<file path="src/hw/rtl/spf_pkg.sv">
// Shared types and constants of the sample packet framer.
package spf_pkg;

    // Commands carried in the command field of an input item.
    localparam logic [1:0] CMD_START  = 2'd0;
    localparam logic [1:0] CMD_SAMPLE = 2'd1;
    localparam logic [1:0] CMD_CONFIG = 2'd2;

    // Work handed from the front end to the byte engine.
    localparam logic [2:0] JOB_ERROR       = 3'd0;
    localparam logic [2:0] JOB_RAW         = 3'd1;
    localparam logic [2:0] JOB_SAMPLE      = 3'd2;
    localparam logic [2:0] JOB_SAMPLE_LAST = 3'd3;
    localparam logic [2:0] JOB_CONFIG      = 3'd4;

    // Configuration register indexes.
    localparam logic [2:0] CFG_RESOLUTION  = 3'd0;
    localparam logic [2:0] CFG_VREF        = 3'd1;
    localparam logic [2:0] CFG_CHANNEL     = 3'd2;
    localparam logic [2:0] CFG_SAMPLE_RATE = 3'd3;
    localparam logic [2:0] CFG_BASELINE    = 3'd4;
    localparam logic [2:0] CFG_GAIN        = 3'd5;

    // Configuration register reset values.
    localparam logic [7:0]  RESOLUTION_RST  = 8'd12;
    localparam logic [15:0] VREF_RST        = 16'd3300;
    localparam logic [7:0]  CHANNEL_RST     = 8'd0;
    localparam logic [15:0] SAMPLE_RATE_RST = 16'd1000;
    localparam logic [15:0] BASELINE_RST    = 16'd0;
    localparam logic [15:0] GAIN_RST        = 16'd32767;

    // Framing constants.
    localparam logic [7:0]  MAX_SAMPLES  = 8'd64;
    localparam logic [7:0]  SYNC_FIRST   = 8'd170;
    localparam logic [7:0]  SYNC_SECOND  = 8'd85;
    localparam logic [7:0]  TYPE_RAW     = 8'd1;
    localparam logic [7:0]  TYPE_CONFIG  = 8'd2;
    localparam logic [15:0] RAW_LEN_BASE = 16'd9;
    localparam logic [15:0] CONFIG_LEN   = 16'd18;
    localparam logic [15:0] CRC_INIT     = 16'hFFFF;
    localparam logic [15:0] CRC_POLY     = 16'h1021;

    typedef struct packed {
        logic [1:0]  command;
        logic [7:0]  seq;
        logic [31:0] time_ms;
        logic [7:0]  sample_count;
        logic [15:0] sample;
    } in_item_t;

    typedef struct packed {
        logic [7:0] out_byte;
        logic       run_end;
        logic       packet_end;
        logic       error;
    } out_item_t;

    typedef struct packed {
        logic [2:0]  kind;
        logic [7:0]  seq;
        logic [31:0] time_ms;
        logic [7:0]  sample_count;
        logic [15:0] sample;
    } job_t;

    typedef struct packed {
        logic       valid;
        logic [2:0] index;
        logic [15:0] data;
    } cfg_write_t;

endpackage

</file>
<file path="src/hw/rtl/sample_packet_framer_crc16.sv">
// Top level of the sample packet framer: front end, job queue and byte engine.
// Each item produces its bytes one per cycle, while the output is not stalled, through
// a single registered output stage: a sample gives 2 bytes (4 when it closes the packet
// and the CRC follows), a raw packet start 11, a configuration packet 22, and a
// rejected item a single error item. The front end checks items on arrival and parks up to
// QUEUE_DEPTH jobs, so items keep being accepted while earlier bytes drain or the
// output is stalled. The first byte of an item passes the queue entry, job and output registers.
// Configuration writes are always ready and take effect on the next cycle.
module sample_packet_framer_crc16 #(
    parameter int QUEUE_DEPTH = 2
) (
    input  logic               clk,
    input  logic               rst_n,
    input  logic               item_valid,
    output logic               item_stall,
    input  spf_pkg::in_item_t  item,
    output logic               result_valid,
    input  logic               result_stall,
    output spf_pkg::out_item_t result,
    input  logic               cfg_valid,
    output logic               cfg_ready,
    input  logic [2:0]         cfg_index,
    input  logic [15:0]        cfg_data
);

    logic                push_valid;
    logic                push_ready;
    spf_pkg::job_t       push_job;
    logic                pop_valid;
    logic                pop_ready;
    spf_pkg::job_t       pop_job;
    spf_pkg::cfg_write_t cfg_wr;

    assign cfg_ready    = 1'b1;
    assign cfg_wr.valid = cfg_valid;
    assign cfg_wr.index = cfg_index;
    assign cfg_wr.data  = cfg_data;

    spf_front u_front (
        .clk        (clk),
        .rst_n      (rst_n),
        .item_valid (item_valid),
        .item_stall (item_stall),
        .item       (item),
        .push_valid (push_valid),
        .push_ready (push_ready),
        .push_job   (push_job)
    );

    spf_queue #(
        .DEPTH (QUEUE_DEPTH)
    ) u_queue (
        .clk        (clk),
        .rst_n      (rst_n),
        .push_valid (push_valid),
        .push_ready (push_ready),
        .push_job   (push_job),
        .pop_valid  (pop_valid),
        .pop_ready  (pop_ready),
        .pop_job    (pop_job)
    );

    spf_back u_back (
        .clk          (clk),
        .rst_n        (rst_n),
        .cfg_wr       (cfg_wr),
        .pop_valid    (pop_valid),
        .pop_ready    (pop_ready),
        .pop_job      (pop_job),
        .result_valid (result_valid),
        .result_stall (result_stall),
        .result       (result)
    );

endmodule

</file>
<file path="src/hw/rtl/spf_front.sv">
// Front end: checks each item against the packet state and queues a job.
module spf_front (
    input  logic              clk,
    input  logic              rst_n,
    input  logic              item_valid,
    output logic              item_stall,
    input  spf_pkg::in_item_t item,
    output logic              push_valid,
    input  logic              push_ready,
    output spf_pkg::job_t     push_job
);

    logic       open_reg;
    logic       open_next;
    logic [7:0] left_reg;
    logic [7:0] left_next;
    logic       accept;
    logic [2:0] kind;

    assign accept     = item_valid && push_ready;
    assign item_stall = !push_ready;
    assign push_valid = item_valid;

    always_comb
    begin
        kind      = spf_pkg::JOB_ERROR;
        open_next = open_reg;
        left_next = left_reg;
        case (item.command)
            spf_pkg::CMD_START:
            begin
                if (!open_reg && item.sample_count != 8'd0 &&
                    item.sample_count <= spf_pkg::MAX_SAMPLES)
                begin
                    kind = spf_pkg::JOB_RAW;
                    if (accept)
                    begin
                        open_next = 1'b1;
                        left_next = item.sample_count;
                    end
                end
            end
            spf_pkg::CMD_SAMPLE:
            begin
                if (open_reg)
                begin
                    kind = (left_reg == 8'd1) ? spf_pkg::JOB_SAMPLE_LAST
                                              : spf_pkg::JOB_SAMPLE;
                    if (accept)
                    begin
                        left_next = left_reg - 8'd1;
                        if (left_reg == 8'd1)
                        begin
                            open_next = 1'b0;
                        end
                    end
                end
            end
            spf_pkg::CMD_CONFIG:
            begin
                if (!open_reg)
                begin
                    kind = spf_pkg::JOB_CONFIG;
                end
            end
            default:
            begin
                kind = spf_pkg::JOB_ERROR;
            end
        endcase
    end

    always_comb
    begin
        push_job.kind         = kind;
        push_job.seq          = item.seq;
        push_job.time_ms      = item.time_ms;
        push_job.sample_count = item.sample_count;
        push_job.sample       = item.sample;
    end

    always_ff @(posedge clk or negedge rst_n)
    begin
        if (!rst_n)
        begin
            open_reg <= 1'b0;
            left_reg <= 8'd0;
        end
        else
        begin
            open_reg <= open_next;
            left_reg <= left_next;
        end
    end

endmodule

</file>
<file path="src/hw/rtl/spf_queue.sv">
// Small job queue between the front end and the byte engine.
module spf_queue #(
    parameter int DEPTH = 2
) (
    input  logic          clk,
    input  logic          rst_n,
    input  logic          push_valid,
    output logic          push_ready,
    input  spf_pkg::job_t push_job,
    output logic          pop_valid,
    input  logic          pop_ready,
    output spf_pkg::job_t pop_job
);

    localparam int PTR_W = (DEPTH > 1) ? $clog2(DEPTH) : 1;
    localparam int CNT_W = $clog2(DEPTH + 1);

    spf_pkg::job_t entries [DEPTH];

    logic [PTR_W-1:0] wr_ptr_reg;
    logic [PTR_W-1:0] wr_ptr_next;
    logic [PTR_W-1:0] rd_ptr_reg;
    logic [PTR_W-1:0] rd_ptr_next;
    logic [CNT_W-1:0] count_reg;
    logic [CNT_W-1:0] count_next;
    logic             do_push;
    logic             do_pop;

    assign push_ready = (count_reg != CNT_W'(DEPTH));
    assign pop_valid  = (count_reg != '0);
    assign pop_job    = entries[rd_ptr_reg];
    assign do_push    = push_valid && push_ready;
    assign do_pop     = pop_valid && pop_ready;

    always_comb
    begin
        wr_ptr_next = wr_ptr_reg;
        rd_ptr_next = rd_ptr_reg;
        count_next  = count_reg;
        if (do_push)
        begin
            wr_ptr_next = (wr_ptr_reg == PTR_W'(DEPTH - 1)) ? '0 : wr_ptr_reg + 1'b1;
        end
        if (do_pop)
        begin
            rd_ptr_next = (rd_ptr_reg == PTR_W'(DEPTH - 1)) ? '0 : rd_ptr_reg + 1'b1;
        end
        if (do_push && !do_pop)
        begin
            count_next = count_reg + 1'b1;
        end
        else if (do_pop && !do_push)
        begin
            count_next = count_reg - 1'b1;
        end
    end

    always_ff @(posedge clk)
    begin
        if (do_push)
        begin
            entries[wr_ptr_reg] <= push_job;
        end
    end

    always_ff @(posedge clk or negedge rst_n)
    begin
        if (!rst_n)
        begin
            wr_ptr_reg <= '0;
            rd_ptr_reg <= '0;
            count_reg  <= '0;
        end
        else
        begin
            wr_ptr_reg <= wr_ptr_next;
            rd_ptr_reg <= rd_ptr_next;
            count_reg  <= count_next;
        end
    end

endmodule

</file>
<file path="src/hw/rtl/spf_back.sv">
// Byte engine: turns queued jobs into output bytes and keeps the running CRC.
module spf_back (
    input  logic                clk,
    input  logic                rst_n,
    input  spf_pkg::cfg_write_t cfg_wr,
    input  logic                pop_valid,
    output logic                pop_ready,
    input  spf_pkg::job_t       pop_job,
    output logic                result_valid,
    input  logic                result_stall,
    output spf_pkg::out_item_t  result
);

    // CRC-16/CCITT-FALSE over one byte, most significant bit first.
    function automatic logic [15:0] crc_byte(input logic [15:0] crc_in,
                                             input logic [7:0] data);
        logic [15:0] c;
        c = crc_in ^ {data, 8'h00};
        for (int i = 0; i < 8; i++)
        begin
            c = c[15] ? ({c[14:0], 1'b0} ^ spf_pkg::CRC_POLY) : {c[14:0], 1'b0};
        end
        return c;
    endfunction

    logic [7:0]         resolution_reg;
    logic [15:0]        vref_reg;
    logic [7:0]         channel_reg;
    logic [15:0]        rate_reg;
    logic [15:0]        baseline_reg;
    logic signed [15:0] gain_reg;

    spf_pkg::job_t      job_reg;
    logic               job_valid_reg;
    logic               job_valid_next;
    logic [4:0]         idx_reg;
    logic [4:0]         idx_next;
    logic [15:0]        crc_reg;
    logic [15:0]        crc_next;
    logic               out_valid_reg;
    logic               out_valid_next;
    spf_pkg::out_item_t out_reg;

    logic               step;
    logic               load;
    logic [7:0]         byte_val;
    logic               crc_it;
    logic               is_last;
    logic               pkt_end;
    logic               err;
    logic [15:0]        crc_base;
    logic [15:0]        len;
    logic               is_raw;

    assign step         = job_valid_reg && (!out_valid_reg || !result_stall);
    assign pop_ready    = !job_valid_reg || (step && is_last);
    assign load         = pop_valid && pop_ready;
    assign result_valid = out_valid_reg;
    assign result       = out_reg;

    assign is_raw = (job_reg.kind == spf_pkg::JOB_RAW);
    assign len    = is_raw ? (spf_pkg::RAW_LEN_BASE + {7'd0, job_reg.sample_count, 1'b0})
                           : spf_pkg::CONFIG_LEN;

    always_comb
    begin
        byte_val = 8'h00;
        crc_it   = 1'b0;
        is_last  = 1'b0;
        pkt_end  = 1'b0;
        err      = 1'b0;
        crc_base = crc_reg;
        case (job_reg.kind)
            spf_pkg::JOB_RAW, spf_pkg::JOB_CONFIG:
            begin
                case (idx_reg)
                    5'd0: byte_val = spf_pkg::SYNC_FIRST;
                    5'd1: byte_val = spf_pkg::SYNC_SECOND;
                    5'd2: byte_val = len[7:0];
                    5'd3: byte_val = len[15:8];
                    5'd4:
                    begin
                        // The CRC restarts at the type byte.
                        byte_val = is_raw ? spf_pkg::TYPE_RAW : spf_pkg::TYPE_CONFIG;
                        crc_it   = 1'b1;
                        crc_base = spf_pkg::CRC_INIT;
                    end
                    5'd5: begin byte_val = job_reg.seq;            crc_it = 1'b1; end
                    5'd6: begin byte_val = job_reg.time_ms[7:0];   crc_it = 1'b1; end
                    5'd7: begin byte_val = job_reg.time_ms[15:8];  crc_it = 1'b1; end
                    5'd8: begin byte_val = job_reg.time_ms[23:16]; crc_it = 1'b1; end
                    5'd9: begin byte_val = job_reg.time_ms[31:24]; crc_it = 1'b1; end
                    5'd10:
                    begin
                        crc_it = 1'b1;
                        if (is_raw)
                        begin
                            byte_val = job_reg.sample_count;
                            is_last  = 1'b1;
                        end
                        else
                        begin
                            byte_val = resolution_reg;
                        end
                    end
                    5'd11: begin byte_val = vref_reg[7:0];      crc_it = 1'b1; end
                    5'd12: begin byte_val = vref_reg[15:8];     crc_it = 1'b1; end
                    5'd13: begin byte_val = channel_reg;        crc_it = 1'b1; end
                    5'd14: begin byte_val = rate_reg[7:0];      crc_it = 1'b1; end
                    5'd15: begin byte_val = rate_reg[15:8];     crc_it = 1'b1; end
                    5'd16: begin byte_val = baseline_reg[7:0];  crc_it = 1'b1; end
                    5'd17: begin byte_val = baseline_reg[15:8]; crc_it = 1'b1; end
                    5'd18: begin byte_val = gain_reg[7:0];      crc_it = 1'b1; end
                    5'd19: begin byte_val = gain_reg[15:8];     crc_it = 1'b1; end
                    5'd20: byte_val = crc_reg[7:0];
                    5'd21:
                    begin
                        byte_val = crc_reg[15:8];
                        is_last  = 1'b1;
                        pkt_end  = 1'b1;
                    end
                    default: byte_val = 8'h00;
                endcase
            end
            spf_pkg::JOB_SAMPLE, spf_pkg::JOB_SAMPLE_LAST:
            begin
                case (idx_reg)
                    5'd0: begin byte_val = job_reg.sample[7:0]; crc_it = 1'b1; end
                    5'd1:
                    begin
                        byte_val = job_reg.sample[15:8];
                        crc_it   = 1'b1;
                        is_last  = (job_reg.kind == spf_pkg::JOB_SAMPLE);
                    end
                    5'd2: byte_val = crc_reg[7:0];
                    5'd3:
                    begin
                        byte_val = crc_reg[15:8];
                        is_last  = 1'b1;
                        pkt_end  = 1'b1;
                    end
                    default: byte_val = 8'h00;
                endcase
            end
            default:
            begin
                is_last = 1'b1;
                err     = 1'b1;
            end
        endcase
    end

    always_comb
    begin
        job_valid_next = job_valid_reg;
        idx_next       = idx_reg;
        crc_next       = crc_reg;
        out_valid_next = out_valid_reg;
        if (step)
        begin
            out_valid_next = 1'b1;
            idx_next       = is_last ? 5'd0 : idx_reg + 5'd1;
            if (crc_it)
            begin
                crc_next = crc_byte(crc_base, byte_val);
            end
            else if (pkt_end)
            begin
                crc_next = spf_pkg::CRC_INIT;
            end
            if (is_last)
            begin
                job_valid_next = 1'b0;
            end
        end
        else if (!result_stall)
        begin
            out_valid_next = 1'b0;
        end
        if (load)
        begin
            job_valid_next = 1'b1;
        end
    end

    always_ff @(posedge clk)
    begin
        if (load)
        begin
            job_reg <= pop_job;
        end
        if (step)
        begin
            out_reg.out_byte   <= byte_val;
            out_reg.run_end    <= is_last;
            out_reg.packet_end <= pkt_end;
            out_reg.error      <= err;
        end
    end

    always_ff @(posedge clk or negedge rst_n)
    begin
        if (!rst_n)
        begin
            job_valid_reg <= 1'b0;
            idx_reg       <= 5'd0;
            crc_reg       <= spf_pkg::CRC_INIT;
            out_valid_reg <= 1'b0;
        end
        else
        begin
            job_valid_reg <= job_valid_next;
            idx_reg       <= idx_next;
            crc_reg       <= crc_next;
            out_valid_reg <= out_valid_next;
        end
    end

    always_ff @(posedge clk or negedge rst_n)
    begin
        if (!rst_n)
        begin
            resolution_reg <= spf_pkg::RESOLUTION_RST;
            vref_reg       <= spf_pkg::VREF_RST;
            channel_reg    <= spf_pkg::CHANNEL_RST;
            rate_reg       <= spf_pkg::SAMPLE_RATE_RST;
            baseline_reg   <= spf_pkg::BASELINE_RST;
            gain_reg       <= spf_pkg::GAIN_RST;
        end
        else if (cfg_wr.valid)
        begin
            case (cfg_wr.index)
                spf_pkg::CFG_RESOLUTION:  resolution_reg <= cfg_wr.data[7:0];
                spf_pkg::CFG_VREF:        vref_reg       <= cfg_wr.data;
                spf_pkg::CFG_CHANNEL:     channel_reg    <= cfg_wr.data[7:0];
                spf_pkg::CFG_SAMPLE_RATE: rate_reg       <= cfg_wr.data;
                spf_pkg::CFG_BASELINE:    baseline_reg   <= cfg_wr.data;
                spf_pkg::CFG_GAIN:        gain_reg       <= cfg_wr.data;
                default:                  resolution_reg <= resolution_reg;
            endcase
        end
    end

endmodule

</file>
<file path="config.mk">
export PLATFORM = sky130hd
export DESIGN_NAME = sample_packet_framer_crc16
export DESIGN_NICKNAME = d
export VERILOG_FILES = /design/src/hw/rtl/spf_pkg.sv /design/src/hw/rtl/sample_packet_framer_crc16.sv /design/src/hw/rtl/spf_front.sv /design/src/hw/rtl/spf_queue.sv /design/src/hw/rtl/spf_back.sv
export SDC_FILE = /design/constraint.sdc
export NUM_CORES = 1
export LEC_CHECK = 0
export BUFFER_PORTS_ARGS = -buffer_cell sky130_fd_sc_hd__buf_2
export CAP_MARGIN = 15
export CORE_MARGIN = 3
export CORE_UTILIZATION = 50
export CTS_CLUSTER_DIAMETER = 120
export DETAILED_ROUTE_END_ITERATION = 8
export MAX_ROUTING_LAYER = met4
export PLACE_DENSITY = 0.71
export RECOVER_POWER = 25
export SYNTH_ARGS = -nofsm -noshare
export SYNTH_HDL_FRONTEND = slang
export SYNTH_HIERARCHICAL = 1
export SYNTH_SLANG_ARGS = --single-unit
</file>
<file path="constraint.sdc">
create_clock -name clk -period 3.85 [get_ports clk]
set_input_delay 0.385 -clock clk [delete_from_list [all_inputs] [get_ports clk]]
set_output_delay 0.385 -clock clk [all_outputs]
set_load 0.01 [all_outputs]
</file>
### After elaboration in Yosys (flattened, before gate mapping)

Memories as Yosys holds them, arrays and structs flattened. A register that Yosys moved wholly into a read port is not among the register bits.
Index checks and enable logic that the tools add are counted.

| word-level totals | value |
|---|---|
| logic and storage cells | 175 |
| RAM bits | 134 |
| bits in registers | 127 |
| bits of input ports | 90 |
| memories kept | 1 |
| output and inout bits | 14 |

Memory list:

| name | depth | bits a word | rd ports | clocked after Yosys merged registers in | wr ports | line | RTL |
|---|---|---|---|---|---|---|---|
| u_queue.entries | 2 | 67 | 1 | 1 | 1 | spf_queue.sv:18 | `spf_pkg::job_t entries [DEPTH];` |

| operators by class | value |
|---|---|
| mux-type cells | 57 |
| add/sub/neg operators | 7 |
| equal/unequal tests | 39 |
| bitwise logic cells | 9 |
| reduce and logical (&&, ||, !) cells | 42 |
| magnitude comparators | 1 |

Operators with widths:

| kind | number |
|---|---|
| $pmux W8 S22 | 1 |
| $mux W13 | 8 |
| $mux W16 | 5 |
| $eq A5 B4 Y1 const B | 8 |
| $mux W8 | 5 |
| $pmux W8 S2 | 2 |
| $pmux W8 S4 | 1 |
| $eq A5 B5 Y1 const B | 6 |
| $not A3 Y3 | 8 |
| $mux W1 | 22 |
| $eq A5 B3 Y1 const B | 4 |
| $reduce_and A2 Y1 | 8 |
| $reduce_or A16 Y1 | 1 |
| $xor A16 B16 Y16 | 1 |
| $eq A3 B2 Y1 const B | 4 |
| $pmux W1 S2 | 6 |
| $reduce_bool A2 Y1 | 6 |
| $add A4 B9 Y10 const A | 1 |
| $eq A5 B2 Y1 const B | 2 |
| $ne A2 B1 Y1 const B | 5 |
| $eq A3 B3 Y1 const B | 3 |
| $pmux W3 S3 | 1 |
| $eq A8 B1 Y1 const B | 1 |
| $le A8 B7 Y1 const B | 1 |
| other kinds (24) | 45 |

### Depth between registers and ports, before layout

| depth | value |
|---|---|
| depth in word-level cells | 22 |
| depth in mapped cells | 17 |
| mapped depth without buffers | 14 |

### Cells and area by module

The synthesis kept the hierarchy.

By module, submodules not included:

| module | area an instance (um^2) | cells each | times used | sequential area each (um^2) |
|---|---|---|---|---|
| spf_back | 8725.9 | 675 | 1 | 4976.0 |
| spf_queue | 5119.9 | 227 | 1 | 4124.0 |
| spf_front | 1204.9 | 151 | 1 | 225.2 |
| sample_packet_framer_crc16 | 11.3 | 2 | 1 | 0.0 |

### Worst setup path before layout

OpenSTA, ideal clock, no wires.

| timing path | value |
|---|---|
| kind | register to register |
| start point | register u_back.idx_reg[1] |
| end point | register u_back/job_reg[0] (netlist name) |
| stages on the path, launching flop included | 12 |
| setup time | 0.432 ns |
| slack | -0.194 ns |
| buffers on the path | 1 |
| period minus slack after synthesis | 4.044 ns |
| data required time | 3.418 ns |
| arrival time | 3.612 ns |
| cell sequence | dfrtp_1 > inv_1 > ha_1 > nor4b_1 > clkbuf_1 > nand2b_1 > a22oi_1 > o21ai_0 > nand2_1 > inv_1 > o21ai_0 > and2_1 |

| on the way | value |
|---|---|
| word-level cells in the longest chain between the ends | 6 |
| elaborated cells on any way between the ends | 10 |
| classes of those cells | 4 x eq/ne; 3 x mux; 3 x reduce/logical |

RTL lines:

| item | line | RTL |
|---|---|---|
| start: declaration | spf_back.sv:36 | `logic [4:0] idx_reg;` |
| start signal: assignment | spf_back.sv:213 | `idx_reg <= idx_next;` |
| $eq A5 B2 Y1 (tied with other cells) | spf_back.sv:127 | `case (idx_reg)` |
| $pmux W1 S2 (on tied branches) | spf_back.sv:127, spf_back.sv:76 |  |
| $pmux W1 S2 (*) | spf_back.sv:73 | `case (job_reg.kind)` |
| via u_back.is_last | spf_back.sv:48 | `logic is_last;` |
| $logic_and A1 B1 Y1 (*) | spf_back.sv:56 | `assign pop_ready = !job_valid_reg \|\| (step && is_last);` |
| $logic_or A1 B1 Y1 (*) | spf_back.sv:56 |  |
| via pop_ready | sample_packet_framer_crc16.sv:30 | `logic pop_ready;` |
| $logic_and A1 B1 Y1 (*) | spf_back.sv:57 | `assign load = pop_valid && pop_ready;` |

The timed path passes the listed nets; every way through them passes the cells marked *.
A chain may end at the register's enable or synchronous reset.

### Worst setup path in the final report

| timing path | value |
|---|---|
| start point | register u_back/job_reg[18] (netlist name) |
| end point | register u_back.crc_reg[5] |

| on the way | value |
|---|---|
| elaborated cells on any way between the ends | 16 |
| classes of those cells | 1 x add/sub; 12 x mux; 3 x bitwise |

RTL lines:

| item | line | RTL |
|---|---|---|
| $add A4 B9 Y10 | spf_back.sv:62 | `assign len = is_raw ? (spf_pkg::RAW_LEN_BASE + {7'd0, job_reg.sample_count, 1'b0})` |
| $mux W16 | spf_back.sv:62 |  |
| $pmux W8 S22 | spf_back.sv:76 | `case (idx_reg)` |
| $pmux W8 S2 | spf_back.sv:73 |  |
| via u_back.byte_val[4] | spf_back.sv:46 | `logic [7:0] byte_val;` |
| $xor A16 B16 Y16 | spf_back.sv:18 | `c = crc_in ^ {data, 8'h00};` |
| $mux W13 (2 in series) | spf_back.sv:21 | `c = c[15] ? ({c[14:0], 1'b0} ^ spf_pkg::CRC_POLY) : {c[14:0], 1'b0};` |
| $mux W16 | spf_back.sv:163 | `if (crc_it)` |
| end signal: assignment | spf_back.sv:207 | `crc_reg <= spf_pkg::CRC_INIT;` |
| end signal: assignment | spf_back.sv:214 | `crc_reg <= crc_next;` |
| end: declaration | spf_back.sv:38 | `logic [15:0] crc_reg;` |

The timed path passes the listed nets, and every way through them passes these cells.

==> results.py <==
metrics = {
    "run_status": {
        "status": "finished with violations",
        "violations": "max-capacitance violations, max-slew violations",
    },
    "clocking": {
        "insertion_delay_ns": 0.52,
        "cts_tree": "done",
        "path_clk_slew_ns": 0.06,
        "cts.htree.levels": 2,
        "clkSinkCount": 328,
        "cts-root-buf": "clkbuf_16",
        "cts_buffers": 35,
        "cts_buffer_depth": 3,
    },
    "worst_setup_path": {
        "worstReg2RegStart": "u_back/job_reg[18]",
        "crit_type": "reg -> reg",
        "cp_top_family": "simple AND/OR/NAND/NOR gates",
        "cp_cell_sequence": "ha_1 -> or4b_2 -> a22oi_1 -> o311ai_0 -> nor4_1 -> o22ai_2 -> xnor2_4 -> xnor3_1 -> xor2_1 -> a21oi_1",
        "cp_num_buf_inv": 0,
        "crit_slowest_cell": "or4b_2",
        "worstPathArrival_ns": 4.08,
        "crit_required_ns": 4.29,
        "max_stage_delay_ns": 0.61,
        "worst-path-max-fanout": 5,
        "cp-start-kind": "flip-flop",
        "crit_path_end_kind": "flip-flop",
        "reg2reg_slack_ns": 0.22,
        "r2r_cells": 10,
        "rr_endpoint": "u_back/crc_reg[5]",
    },
    "synth": {
        "synthCells": 1055,
        "synth_seq_cells": 328,
        "netlist_area_sq_um": 15100,
        "synth-edff-count": 212,
        "ys_seq_area_frac": 0.619,
        "ys_async_sr_fraction": 0.354,
        "syn_area_per_cell_sq_um": 14.3,
        "ys_types": 84,
        "synth_top_cell_area_share": 0.423,
        "synth_area_leaders": "edfxtp_1 42%, dfrtp_1 12%, mux2_2 10%",
        "synthFlopType": "edfxtp_1",
        "yosys_warnings": 6,
        "synth_largest_area_cell": "edfxtp_1",
        "synth.net_count": 1154,
    },
    "routing": {
        "drc": 0,
        "vias_per_cell": 5.80,
        "routedWlPerCell_microns": 22.6,
        "dr.pass1.iters": 5,
        "drtAntennaViolNets": 0,
        "drtIter0Drc": 694,
        "routed_wl_microns": 34600,
        "vias": 8886,
    },
    "grt": {
        "grt_antenna_before_repair": 0,
        "track_usage": 0.218,
        "grt_pass1_wl_microns": 53700,
        "grt_max_degree": 69,
        "gr-total-overflow": 0,
        "grt_pass1_vias": 9022,
    },
    "timing": {
        "skew_ns": 0.0218,
        "setup_viol": 0,
        "min_period_over_period": 0.943,
        "min_period_ns": 3.63,
        "hold_viol_final": 0,
        "fmax_ghz": 0.275,
        "finalWorstSetupSlack_ns": 0.218,
        "max_slew.worst_pin.slew_ns": 1.52,
        "slew_headroom": -0.0157,
        "maxSlewViolCount": 56,
        "fin_setup_tns_ns": 0,
        "rsz0062_at_grt": "false",
    },
    "worst_hold_path": {
        "worstHoldPathCells": 1,
        "worstHoldStart": "item[12]",
        "hold_path_class": "in -> reg",
        "hold_path_end": "u_queue/entries[0][12]",
    },
    "place": {
        "portBuffers": 102,
        "place.gp.congestion": 0.984,
        "placed_area_sq_um": 15700,
        "dpl.hpwl_microns": 24300,
        "pre_cts_ws_ns": 0.210,
    },
    "power_and_ir_drop": {
        "p_per_area_nw_per_um2": 803,
        "leakagePower_nw": 6.22,
        "peakVddDrop_mv": 0.446,
    },
    "job": {
        "maxCapViolCount": 1,
    },
    "layout": {
        "area.growth.synth_to_final_pct": 11.1,
        "final_cell_mix": "212 x edfxtp_1, 135 x mux2_2, 70 x dfrtp_1, 68 x buf_2, 51 x nor2_1",
        "nNetsFinal": 1219,
        "design_area_sq_um": 16700,
        "largest_register_ffs": 134,
        "fin_util": 0.574,
        "drive_gt1_frac": 0.341,
        "final_common_cell": "edfxtp_1",
        "diodes": 0,
    },
    "die": {
        "die_y_microns": 180,
        "rows": 62,
        "io_pins": 104,
        "die_area_sq_um": 32200,
        "die_x_microns": 180,
        "coreArea_sq_um": 29200,
        "initial_core_util": 0.516,
    },
}
[how the worst max path moves through the flow]
stage | start | endpoint | slack [ns] | cells past startpoint
3_5_place_dp | u_back/idx_reg[0] | u_back/crc_reg[5] | 0.21 | 11
4_1_cts | u_back/idx_reg[0] | u_back/crc_reg[13] | 0.19 | 15
5_1_grt | u_back/idx_reg[0] | u_back/crc_reg[14] | 0.03 | 12
6_report | u_back/job_reg[18] | u_back/crc_reg[5] | 0.22 | 10
2_1_floorplan | u_back/idx_reg[2] | u_back/crc_reg[5] | 0.22 | 16
3_3_place_gp | u_back/idx_reg[0] | u_back/crc_reg[6] | 0.27 | 15
[stage by stage]
stage	total power, mW	hold slack, ns	instances
floorplan	8.85	0.0894	1055
global placement	10.1	0.478	1465
detailed placement	10.2	0.470	1465
CTS	13.5	0.0384	1530
global route	14.2	0.0403	1531
finish	13.4	0.0518	1531
[power breakdown]
group	internal, mW	switching [mW]
Combinational	1.87	2.14
Clock	1.88	1.33
Sequential	5.32	0.914
[cells by family after synthesis]
kind of cell	share of synthesized area
AO/OA/AOI/OAI	0.0816
adder cells (fa/ha/maj)	0.00748
XOR/XNOR	0.0234
multiplexers	0.132
flip-flops	0.619
AND/OR/NAND/NOR	0.0762
other	0.000249
buffers and inverters	0.0596
[cell type report]
type,instances,area [sq um]
clock inverters,14,120
multi-input cells,582,4880
well taps,384,480
clock buffers,50,993
repair buffers,146,832
inverters,27,101
fillers,2352,12400
flip-flops and latches,328,9330
[synth_stat cells (all sizes together) (9+ instances only)]
| library cell | instances |
|---|---|
| o21ai | 26 |
| nor2b | 9 |
| mux2 | 157 |
| xor2 | 13 |
| inv | 27 |
| a21oi | 30 |
| nand2 | 38 |
| a221oi | 13 |
| dfstp | 45 |
| ha | 9 |
| clkbuf | 26 |
| nand3 | 19 |
| o22ai | 11 |
| nor2 | 53 |
| dfrtp | 71 |
| xnor2 | 20 |
| edfxtp | 212 |
| a22oi | 20 |
| buf | 92 |
| a22o | 12 |
| mux2i | 15 |
[routing by layer]
layer  routed length [microns]  GRT usage  vias up  share of wire
met5                         0          -        -              0
met4                       731     0.0563        0          0.021
met3                      2200     0.0493       54          0.064
met2                     15800      0.322      309           0.46
met1                     15900      0.310     4469           0.46
li1                          -          -     4054              -
[what timing repair did]
| action | in CTS | in global routing |
|---|---|---|
| setup endpoints to repair | 0 | 3 |
| hold buffers | 1 | 0 |
| gates resized for setup | 0 | 1 |
| buffers inserted | 0 | 1 |
| endpoints found under the hold margin | 22 | 0 |
No activity file was read; power rests on OpenSTA's default activity.
